### src/sv/epdt_pkg.sv
// shared constants, payload types and control structs for the edge point table
package epdt_pkg;

  localparam int unsigned SRC_POINTS     = 1024;
  localparam int unsigned EDGE_SLOTS     = 8;
  localparam int unsigned BUCKET_ENTRIES = EDGE_SLOTS / 2;
  localparam int unsigned ROW_AW         = $clog2(SRC_POINTS);

  localparam int unsigned MODE_W   = 2;
  localparam int unsigned PT_W     = 10;
  localparam int unsigned CNT_W    = 5;
  localparam int unsigned POS_W    = 4;
  localparam int unsigned ID_W     = 20;
  localparam int unsigned STATUS_W = 2;

  localparam logic [MODE_W-1:0] MODE_FIND  = 2'd0;
  localparam logic [MODE_W-1:0] MODE_GET   = 2'd1;
  localparam logic [MODE_W-1:0] MODE_CLEAR = 2'd2;

  localparam logic [STATUS_W-1:0] STATUS_FOUND   = 2'd0;
  localparam logic [STATUS_W-1:0] STATUS_CREATED = 2'd1;
  localparam logic [STATUS_W-1:0] STATUS_FULL    = 2'd2;
  localparam logic [STATUS_W-1:0] STATUS_MISSING = 2'd3;

  typedef struct packed {
    logic [MODE_W-1:0] mode;
    logic [PT_W-1:0]   point_a;
    logic [PT_W-1:0]   point_b;
    logic [CNT_W-1:0]  seg_count;
    logic [POS_W-1:0]  seg_pos;
  } in_item_t;

  typedef struct packed {
    logic [ID_W-1:0]     new_id;
    logic [STATUS_W-1:0] status;
  } out_item_t;

  typedef struct packed {
    logic            valid;
    logic [PT_W-1:0] upper;
    logic [ID_W-1:0] base;
  } entry_t;

  typedef entry_t [BUCKET_ENTRIES-1:0] row_t;

  localparam int unsigned ROW_W = $bits(row_t);

  typedef struct packed {
    logic sweep;
    logic accept;
    logic commit;
  } ctl_cmd_t;

  typedef struct packed {
    logic sweep_last;
    logic out_busy;
    logic in_clear;
  } dp_status_t;

endpackage

### src/sv/epdt_ctrl.sv
// controller state machine: table sweep, accept, evaluate and result hand-off
module epdt_ctrl
  import epdt_pkg::*;
(
  input  logic       clk_i,
  input  logic       rst_ni,
  input  logic       in_valid_i,
  output logic       in_stall_o,
  input  dp_status_t status_i,
  output ctl_cmd_t   cmd_o
);

  localparam logic [1:0] ST_SWEEP = 2'd0;
  localparam logic [1:0] ST_IDLE  = 2'd1;
  localparam logic [1:0] ST_EVAL  = 2'd2;
  localparam logic [1:0] ST_CLEAR = 2'd3;

  logic [1:0] state_q, state_d;

  always_comb begin
    state_d    = state_q;
    cmd_o      = '0;
    in_stall_o = 1'b1;
    case (state_q)
      ST_SWEEP: begin
        cmd_o.sweep = 1'b1;
        if (status_i.sweep_last) begin
          state_d = ST_IDLE;
        end
      end
      ST_IDLE: begin
        in_stall_o = 1'b0;
        if (in_valid_i) begin
          cmd_o.accept = 1'b1;
          state_d      = status_i.in_clear ? ST_CLEAR : ST_EVAL;
        end
      end
      ST_CLEAR: begin
        cmd_o.sweep = 1'b1;
        if (status_i.sweep_last) begin
          state_d = ST_EVAL;
        end
      end
      ST_EVAL: begin
        if (!status_i.out_busy) begin
          cmd_o.commit = 1'b1;
          state_d      = ST_IDLE;
        end
      end
      default: begin
        state_d = ST_IDLE;
      end
    endcase
  end

  always_ff @(posedge clk_i or negedge rst_ni) begin
    if (!rst_ni) begin
      state_q <= ST_SWEEP;
    end else begin
      state_q <= state_d;
    end
  end

  a_accept_moves_on: assert property (@(posedge clk_i) disable iff (!rst_ni)
    cmd_o.accept |=> (state_q == ST_EVAL || state_q == ST_CLEAR))
    else $error("accepted item did not move to evaluate or clear");

  a_sweep_ends_idle: assert property (@(posedge clk_i) disable iff (!rst_ni)
    (state_q == ST_SWEEP && status_i.sweep_last) |=> state_q == ST_IDLE)
    else $error("start-up sweep did not end in idle");

  a_eval_waits: assert property (@(posedge clk_i) disable iff (!rst_ni)
    (state_q == ST_EVAL && status_i.out_busy) |=> state_q == ST_EVAL)
    else $error("result committed over a waiting result");

endmodule

### config.mk
export PLATFORM = sky130hd
export DESIGN_NAME = epdt_ctrl
export DESIGN_NICKNAME = d
export VERILOG_FILES = /design/src/sv/epdt_pkg.sv /design/src/sv/epdt_ctrl.sv
export SDC_FILE = /design/constraint.sdc
export NUM_CORES = 1
export LEC_CHECK = 0
export ABC_AREA = 1
export BUFFER_PORTS_ARGS = -buffer_cell sky130_fd_sc_hd__buf_4
export CORE_AREA = 2 2 39 41
export CTS_BUF_LIST = sky130_fd_sc_hd__clkbuf_4 sky130_fd_sc_hd__clkbuf_8 sky130_fd_sc_hd__clkbuf_16
export DETAILED_ROUTE_END_ITERATION = 10
export DIE_AREA = 0 0 41 43
export PLACE_DENSITY_LB_ADDON = 0.15
export SLEW_MARGIN = 20
export SYNTH_ARGS = -nofsm -noshare
export SYNTH_HDL_FRONTEND = slang
export SYNTH_SLANG_ARGS = --single-unit
### constraint.sdc
create_clock -name clk_i -period 1.6 [get_ports clk_i]
set_clock_uncertainty 0.1 [all_clocks]
set_input_delay 0.48 -clock clk_i [delete_from_list [all_inputs] [get_ports clk_i]]
set_output_delay 0.48 -clock clk_i [all_outputs]
set_load 0.02 [all_outputs]
==> Flow_metrics.wiki, run 1 <==
{| class="wikitable"
! Metric !! Value
|-
| Result of the run || complete, but fails checks
|-
| Violated checks || setup timing
|-
| Setup violations, final || 4
|-
| Most used cells in the layout excluding fill and tap cells || sky130_fd_sc_hd__buf_4, sky130_fd_sc_hd__nand2_1, sky130_fd_sc_hd__inv_2, sky130_fd_sc_hd__buf_6
|-
| # clock sinks || 2
|-
| Largest stage delay on the critical path || 0.40 ns
|-
| Post-route ant nets || 0
|-
| Cts bufs inserted || 3
|-
| Max-cap violation count || 0
|-
| GRT overflow || 0
|-
| Sequential fraction of the synthesis area || 23.3%
|-
| Startpoint of the most critical setup path || state_q[0]
|-
| Global-route wire length before repair || 903 µm
|-
| Cell Area, Synth || 215 µm²
|-
| TritonCTS clock tree || done
|-
| Total routing resource utilization after global routing || 7.94%
|-
| Number of flip-flops and latches in the synthesized netlist || 2
|-
| Number of buffer cells added on primary ports || 9
|-
| Critical path class || reg2out
|-
| Most common cell after layout, fill and taps aside || sky130_fd_sc_hd__buf_4
|-
| Peak fanout along the critical path || 5
|-
| Arrival time reported for the critical path endpoint || 1.13 ns
|-
| Die boundary width || 41 µm
|-
| DRC || 0
|-
| Number of search-and-repair iterations in the first detailed-routing pass || 4
|-
| Global Route met2 Usage || 11.3%
|-
| Number of primary I/O pins || 10
|-
| Multiplexer share of the synthesized area || 0%
|-
| Unrepaired setup endpoints after global routing || yes
|-
| Main combinational cell family by area after synthesis || simple AND/OR/NAND/NOR gates
|-
| Biggest regs || state_q x2
|-
| Syn_area_per_cell || 7.42 µm²
|-
| Simple-Gate Fraction of Synth Area || 30.2%
|-
| Final hold viol count || 0
|-
| Most used routing layer in global routing || met2
|-
| Synth Area in XOR/XNOR || 0%
|-
| Area of all sequential standard cells || 51.3 µm²
|-
| Post-Route Utilization || 31.6%
|-
| Post-synthesis share of cell area spent on full adders, half adders and majority gates || 23.3%
|-
| Worst path cell trace || buf_6, ha_4, nand2_2, inv_2, buf_6
|-
| Initial drt markers || 4
|-
| Ratio of cells with drive above 1 in the final layout || 71.7%
|-
| Layout area overhead || 103%
|-
| Final weighted congestion of routability-driven global placement || 0.673
|-
| Critical Path Most Common Cell || sky130_fd_sc_hd__buf_6
|-
| Clk slew on worst S/H paths || 0.03 ns
|-
| Antenna violations before repair || 0
|-
| Clk Latency, worst-skew pair || 0.22 ns
|-
| DPL Wire Length || 330 µm
|-
| Slowest stage cell, crit path || sky130_fd_sc_hd__dfrtp_1
|-
| Ys Warns || 0
|-
| Number of flip-flops in the largest register || 2
|-
| Post-detailed-route via-to-cell ratio || 3.63
|-
| Site Rows || 14
|-
| Cell variety after synth || 12
|-
| Launch point of the worst reg-to-reg path || state_q[1]
|-
| Total number of vias || 225
|-
| Final max-slew violation count || 0
|-
| Net count after synthesis || 39
|-
| Post-layout minimum cycle time || 1.71 ns
|-
| Wirelength per Cell || 8.34 µm
|-
| # H-tree levels || 1
|-
| Final antenna diode count || 0
|-
| Vias in the first global route || 241
|-
| Leakage dissipation || 0.214 nW
|-
| Crit share post-route || 107%
|-
| Max-slew headroom || 91.5%
|-
| Die height || 43 µm
|-
| Fill cell instance count of the final layout || 157
|-
| Area of the core || 1380 µm²
|-
| Sort of element at the end of the critical path || output pin
|-
| Gate count of the mapped netlist || 29
|-
| Number of nets in the finished design || 58
|-
| Total power per unit cell area || 2110 nW/µm²
|-
| Cell at the root of the clock tree || sky130_fd_sc_hd__clkbuf_4
|-
| Highest clock frequency the design can meet || 0.586 GHz
|-
| Met3 GRT Util || 1.57%
|-
| Least setup slack across all paths after layout || -0.107 ns
|-
| Area of combinational cells with multiple inputs || 189 µm²
|-
| Share of the synthesized area in compound gates (AO/OA/AOI/OAI) || 11.0%
|-
| Routed wire length || 517 µm
|-
| Tightest Hold Check Type || in2async
|-
| Largest buffer count on any clock path || 2
|-
| Pwr Total || 0.925 mW
|-
| Launching element type of the critical path || flip-flop
|-
| Starting Density || 15.6%
|-
| M1 GR Usage || 9.03%
|-
| Measured slew at the worst slew-check pin || 0.127 ns
|-
| Peak supply drop || 820 µV
|-
| Total Die Area || 1760 µm²
|-
| Largest net degree at the start of global routing || 6
|-
| Data required time at the worst endpoint || 1.02 ns
|-
| Largest Register || state_q
|}
-- area by class of cell --
cell class              count  area share (%)
multi-input cells          20            43.1
repair buffers             14            28.9
flip-flops and latches      2            11.7
well taps                  16            4.57
inverters                   7            6.57
clock buffers               3            5.14
-- worst max-delay path: cells and delay by family (launching register included) --
family / cells / cell delay [ns]
buffers and inverters: 3 / 0.29
adder cells (fa/ha/maj): 1 / 0.17
flip-flops: 1 / 0.40
AND/OR/NAND/NOR: 1 / 0.06
-- report_power, final --
group | internal, mW | total (mW) | switching (mW)
clock network | 0.0827 | 0.110 | 0.0274
logic | 0.353 | 0.694 | 0.341
registers | 0.0817 | 0.121 | 0.0396
total | 0.517 | 0.925 | 0.408
-- stage by stage --
| stage | worst slack [ns] | TNS [ns] | instances | hold slack [ns] | area [µm²] |
|---|---|---|---|---|---|
| final | -0.107 | -0.365 | 62 | 0.468 | 438 |
| after global routing | -0.160 | -0.567 | 62 | 0.464 | 438 |
| after CTS | -0.125 | -0.425 | 61 | 0.458 | 385 |
| after detailed placement | 0.0506 | 0 | 54 | 0.163 | 303 |
| after global placement | 0.0551 | 0 | 54 | 0.162 | 303 |
| after floorplan | 0.0859 | 0 | 29 | 0.0844 | 215 |
-- routing by layer --
metal / share of wire (%) / vias to the layer above / wire length (µm)
met2: 58 / 6 / 298
met3: 3.3 / 0 / 17
li1: - / 120 / -
met1: 39 / 99 / 201
met5: 0 / - / 0
met4: 0 / 0 / 0
-- cells in the mapped netlist --
master,number,area share (%)
sky130_fd_sc_hd__or2_1,1,2.9
sky130_fd_sc_hd__o21bai_4,1,8.7
sky130_fd_sc_hd__nor2_2,2,5.8
sky130_fd_sc_hd__o21ai_0,1,2.3
sky130_fd_sc_hd__nor2_1,1,1.7
sky130_fd_sc_hd__nand3_1,2,4.7
sky130_fd_sc_hd__nand2_2,1,2.9
sky130_fd_sc_hd__nand2_1,7,12
sky130_fd_sc_hd__inv_1,6,10
sky130_fd_sc_hd__ha_1,4,23
sky130_fd_sc_hd__inv_2,1,1.7
sky130_fd_sc_hd__dfrtp_1,2,23
-- path summary, 6_finish.rpt --
path / endpoint / depth (start not counted) / slack [ns]
max: cmd_o[1] / 5 / -0.11
min: state_q[1] / 2 / 0.47
max reg2reg: state_q[1] / 6 / 0.12
min reg2reg: state_q[0] / 4 / 0.65
max in group asynchronous: state_q[1] / 2 / 0.84
min in group clk_i: state_q[0] / 5 / 0.52
-- cells by family (layout without fill, tap and decap cells) --
family	count (synthesis)	after routing
simple gates	14	14
buf+inv	7	24
fa+ha+maj	4	4
compound gates	2	2
flops	2	2
-- what timing repair did --
| item | CTS | global route |
|---|---|---|
| hold buffers | 1 | 0 |
| resized for setup | 8 | 13 |
| setup buffers | 3 | 1 |
| endpoints found under the hold margin | 2 | 0 |
| endpoints found under the setup margin | 4 | 4 |
| pin swaps | 1 | 3 |
Note: power is estimated with default switching activity, not from simulation.
==> inputs of run 2 (changes only) <==
- ABC_AREA: 1 -> default
- GPL_ROUTABILITY_DRIVEN: default -> 0
==> run 2 against run 1 <==
The flow still finishes with violations (setup timing). Die area unchanged. Sequential cell count unchanged. Register-to-register slack worse by 0.06 ns. Clock power up 5%. Largest power group unchanged.
==> Flow_metrics.wiki, run 2 <==
{| class="wikitable"
! Metric !! Value
|-
| Critical path class || reg2out (unchanged)
|-
| Area of combinational cells with multiple inputs || 184 µm² (was 189 µm²)
|-
| Cts bufs inserted || 3 (unchanged)
|-
| Crit share post-route || 109% (was 107%)
|-
| Die height || 43 µm (unchanged)
|-
| Post-detailed-route via-to-cell ratio || 3.78 (was 3.63)
|-
| Number of flops mapped to enable cells by yosys || 0 (unchanged)
|-
| Measured slew at the worst slew-check pin || 0.327 ns (was 0.127 ns)
|-
| Ys Warns || 0 (unchanged)
|-
| TritonCTS clock tree || done (unchanged)
|-
| Unrepaired setup endpoints after global routing || yes (unchanged)
|-
| Site Rows || 14 (unchanged)
|-
| Setup violations, final || 4 (unchanged)
|-
| Commonest cells in the netlist || sky130_fd_sc_hd__ha_1, sky130_fd_sc_hd__inv_1 (was sky130_fd_sc_hd__nand2_1, sky130_fd_sc_hd__inv_1, sky130_fd_sc_hd__ha_1)
|-
| Ratio of cells with drive above 1 in the final layout || 69.2% (was 71.7%)
|-
| Biggest regs || state_q x2 (unchanged)
|-
| Routed wire length || 557 µm (was 517 µm)
|-
| Global-route wire length before repair || 710 µm (was 903 µm)
|-
| Result of the run || complete, but fails checks (unchanged)
|-
| Worst hold slack || 0.473 ns (was 0.468 ns)
|-
| Area of all sequential standard cells || 50.0 µm² (was 51.3 µm²)
|-
| Cell variety after synth || 11 (was 12)
|-
| Total Die Area || 1760 µm² (unchanged)
|-
| Area of the core || 1380 µm² (unchanged)
|-
| Least setup slack across all paths after layout || -0.141 ns (was -0.107 ns)
|-
| Initial drt markers || 4 (unchanged)
|-
| DRC || 0 (unchanged)
|-
| # clock sinks || 2 (unchanged)
|-
| Antenna violations before repair || 0 (unchanged)
|-
| Cell type with the highest aggregate area in the netlist || sky130_fd_sc_hd__dfrtp_1 (unchanged)
|-
| Largest net degree at the start of global routing || 4 (was 6)
|-
| Primary flip-flop cell chosen by synthesis mapping || sky130_fd_sc_hd__dfrtp_1 (unchanged)
|-
| Max-slew headroom || 78.1% (was 91.5%)
|-
| Gate count of the mapped netlist || 21 (was 29)
|-
| Number of nets in the finished design || 51 (was 58)
|-
| Highest clock frequency the design can meet || 0.574 GHz (was 0.586 GHz)
|-
| Data required time at the worst endpoint || 1.02 ns (about the same)
|-
| Final hold viol count || 0 (unchanged)
|-
| Total number of vias || 208 (was 225)
|-
| Sequential fraction of the synthesis area || 26.5% (was 23.3%)
|-
| Cell at the root of the clock tree || sky130_fd_sc_hd__clkbuf_4 (unchanged)
|-
| Clk slew on worst S/H paths || 0.03 ns (about the same)
|-
| Arrival time reported for the critical path endpoint || 1.16 ns (was 1.13 ns)
|-
| Total routing resource utilization after global routing || 6.93% (was 7.94%)
|-
| # H-tree levels || 1 (unchanged)
|-
| Yosys top cell area share || 26.5% (was 23.3%)
|-
| Async set-reset flop share out of synthesis || 100% (unchanged)
|-
| Wirelength per Cell || 10.1 µm (was 8.34 µm)
|-
| Number of buffer cells added on primary ports || 9 (unchanged)
|-
| Setup WS pre-CTS || 0.0280 ns (was 0.0506 ns)
|-
| Most used cells in the layout excluding fill and tap cells || sky130_fd_sc_hd__buf_4, sky130_fd_sc_hd__buf_6, sky130_fd_sc_hd__inv_2, sky130_fd_sc_hd__ha_4, sky130_fd_sc_hd__clkbuf_4 (was sky130_fd_sc_hd__buf_4, sky130_fd_sc_hd__nand2_1, sky130_fd_sc_hd__inv_2, sky130_fd_sc_hd__buf_6)
|-
| Leakage dissipation || 0.193 nW (was 0.214 nW)
|-
| Number of primary I/O pins || 10 (unchanged)
|-
| Violated checks || setup timing (unchanged)
|-
| Fill cell instance count of the final layout || 163 (was 157)
|-
| Largest buffer count on any clock path || 2 (unchanged)
|-
| Number of search-and-repair iterations in the first detailed-routing pass || 2 (was 4)
|-
| Post-layout minimum cycle time || 1.74 ns (was 1.71 ns)
|-
| Vias in the first global route || 217 (was 241)
|-
| Net count after synthesis || 31 (was 39)
|-
| Post-route ant nets || 0 (unchanged)
|-
| Cell Area, Synth || 189 µm² (was 215 µm²)
|-
| Final max-slew violation count || 0 (unchanged)
|-
| Starting Density || 13.7% (was 15.6%)
|-
| Tightest Hold Check Type || in2async (unchanged)
|-
| Final antenna diode count || 0 (unchanged)
|-
| Largest cells by area after synthesis || sky130_fd_sc_hd__dfrtp_1, sky130_fd_sc_hd__ha_1, sky130_fd_sc_hd__inv_1, sky130_fd_sc_hd__o221ai_2, sky130_fd_sc_hd__nor2b_1 (was sky130_fd_sc_hd__dfrtp_1, sky130_fd_sc_hd__ha_1, sky130_fd_sc_hd__nand2_1, sky130_fd_sc_hd__inv_1, sky130_fd_sc_hd__o21bai_4)
|-
| Launching element type of the critical path || flip-flop (unchanged)
|-
| Number of flip-flops and latches in the synthesized netlist || 2 (unchanged)
|-
| Total power per unit cell area || 2210 nW/µm² (was 2110 nW/µm²)
|-
| Layout area overhead || 129% (was 103%)
|-
| DPL Wire Length || 321 µm (was 330 µm)
|-
| Max-cap violation count || 0 (unchanged)
|-
| Syn_area_per_cell || 9.00 µm² (was 7.42 µm²)
|-
| Sort of element at the end of the critical path || output pin (unchanged)
|-
| Number of flip-flops in the largest register || 2 (unchanged)
|-
| Largest Register || state_q (unchanged)
|-
| Peak supply drop || 686 µV (was 820 µV)
|-
| Die boundary width || 41 µm (unchanged)
|-
| GRT overflow || 0 (unchanged)
|-
| Peak fanout along the critical path || 3 (was 5)
|-
| Clk Latency, worst-skew pair || 0.23 ns (was 0.22 ns)
|}
-- run 2: worst paths after layout --
path / start / to / slack, ns / cells past startpoint
min in group clk_i: status_i[0] / state_q[0] / 0.47 / 3
min: rst_ni / state_q[0] / 0.47 / 2
min reg2reg: state_q[0] / state_q[0] / 0.56 / 2
max: state_q[1] / cmd_o[1] / -0.14 / 4
max reg2reg: state_q[0] / state_q[0] / 0.06 / 6
max in group asynchronous: rst_ni / state_q[1] / 0.84 / 2
-- run 2: logic make-up (layout without fill, tap and decap cells) --
kind of cell / after synthesis / in the layout / share of synthesized area, %
flops: 2 / 2 / 26.5
buf+inv: 4 / 22 / 7.94
fa+ha+maj: 4 / 4 / 26.5
compound gates: 4 / 4 / 17.9
mux: 1 / 1 / 5.30
simple gates: 6 / 6 / 15.9
-- run 2: critical path, stage by stage (launching register included) --
cell	delay (ns)
sky130_fd_sc_hd__dfrtp_1	0.42
sky130_fd_sc_hd__inv_2	0.13
sky130_fd_sc_hd__ha_4	0.15
sky130_fd_sc_hd__and2_4	0.13
sky130_fd_sc_hd__buf_6	0.10
-- run 2: final cells by class --
class                           count  area share [%]
Inverter                            4            3.47
Sequential cell                     2            11.6
Tap cell                           16            4.62
Clock buffer                        3            5.20
Multi-Input combinational cell     15            42.5
Timing Repair Buffer               15            32.7
-- run 2: per-layer routing --
metal	part of all wire (%)	global-route usage [%]	vias up
li1	-	-	106
met1	31	5.48	94
met2	61	9.69	8
met3	7.2	3.14	0
met4	0	10.0	0
met5	0	0	-
-- run 2: what timing repair did --
item | 4_1_cts | 5_1_grt
hold buffers | 1 | 0
gates resized for setup | 11 | 9
setup endpoints to repair | 4 | 5
endpoints found under the hold margin | 2 | 0
setup buffers | 4 | 1
pin swaps | 1 | 2
gates cloned | 0 | 0
-- run 2: power breakdown --
group,switching [mW],total [mW],internal [mW]
clock,0.0316,0.115,0.0830
combinational,0.337,0.736,0.399
sequential,0.0289,0.109,0.0796
-- run 2: stage by stage --
| step | TNS [ns] | std cells | cell area [µm²] | power, mW | util, % |
|---|---|---|---|---|---|
| after floorplan | 0 | 21 | 189 | 0.380 | - |
| after global placement | 0 | 46 | 277 | 0.526 | 20.0 |
| final | -0.452 | 55 | 433 | 0.959 | 31.3 |
| after detailed placement | 0 | 46 | 277 | 0.522 | 20.0 |
| after global routing | -0.775 | 55 | 433 | 1.06 | 31.3 |
| after CTS | -0.451 | 54 | 372 | 0.810 | 26.9 |
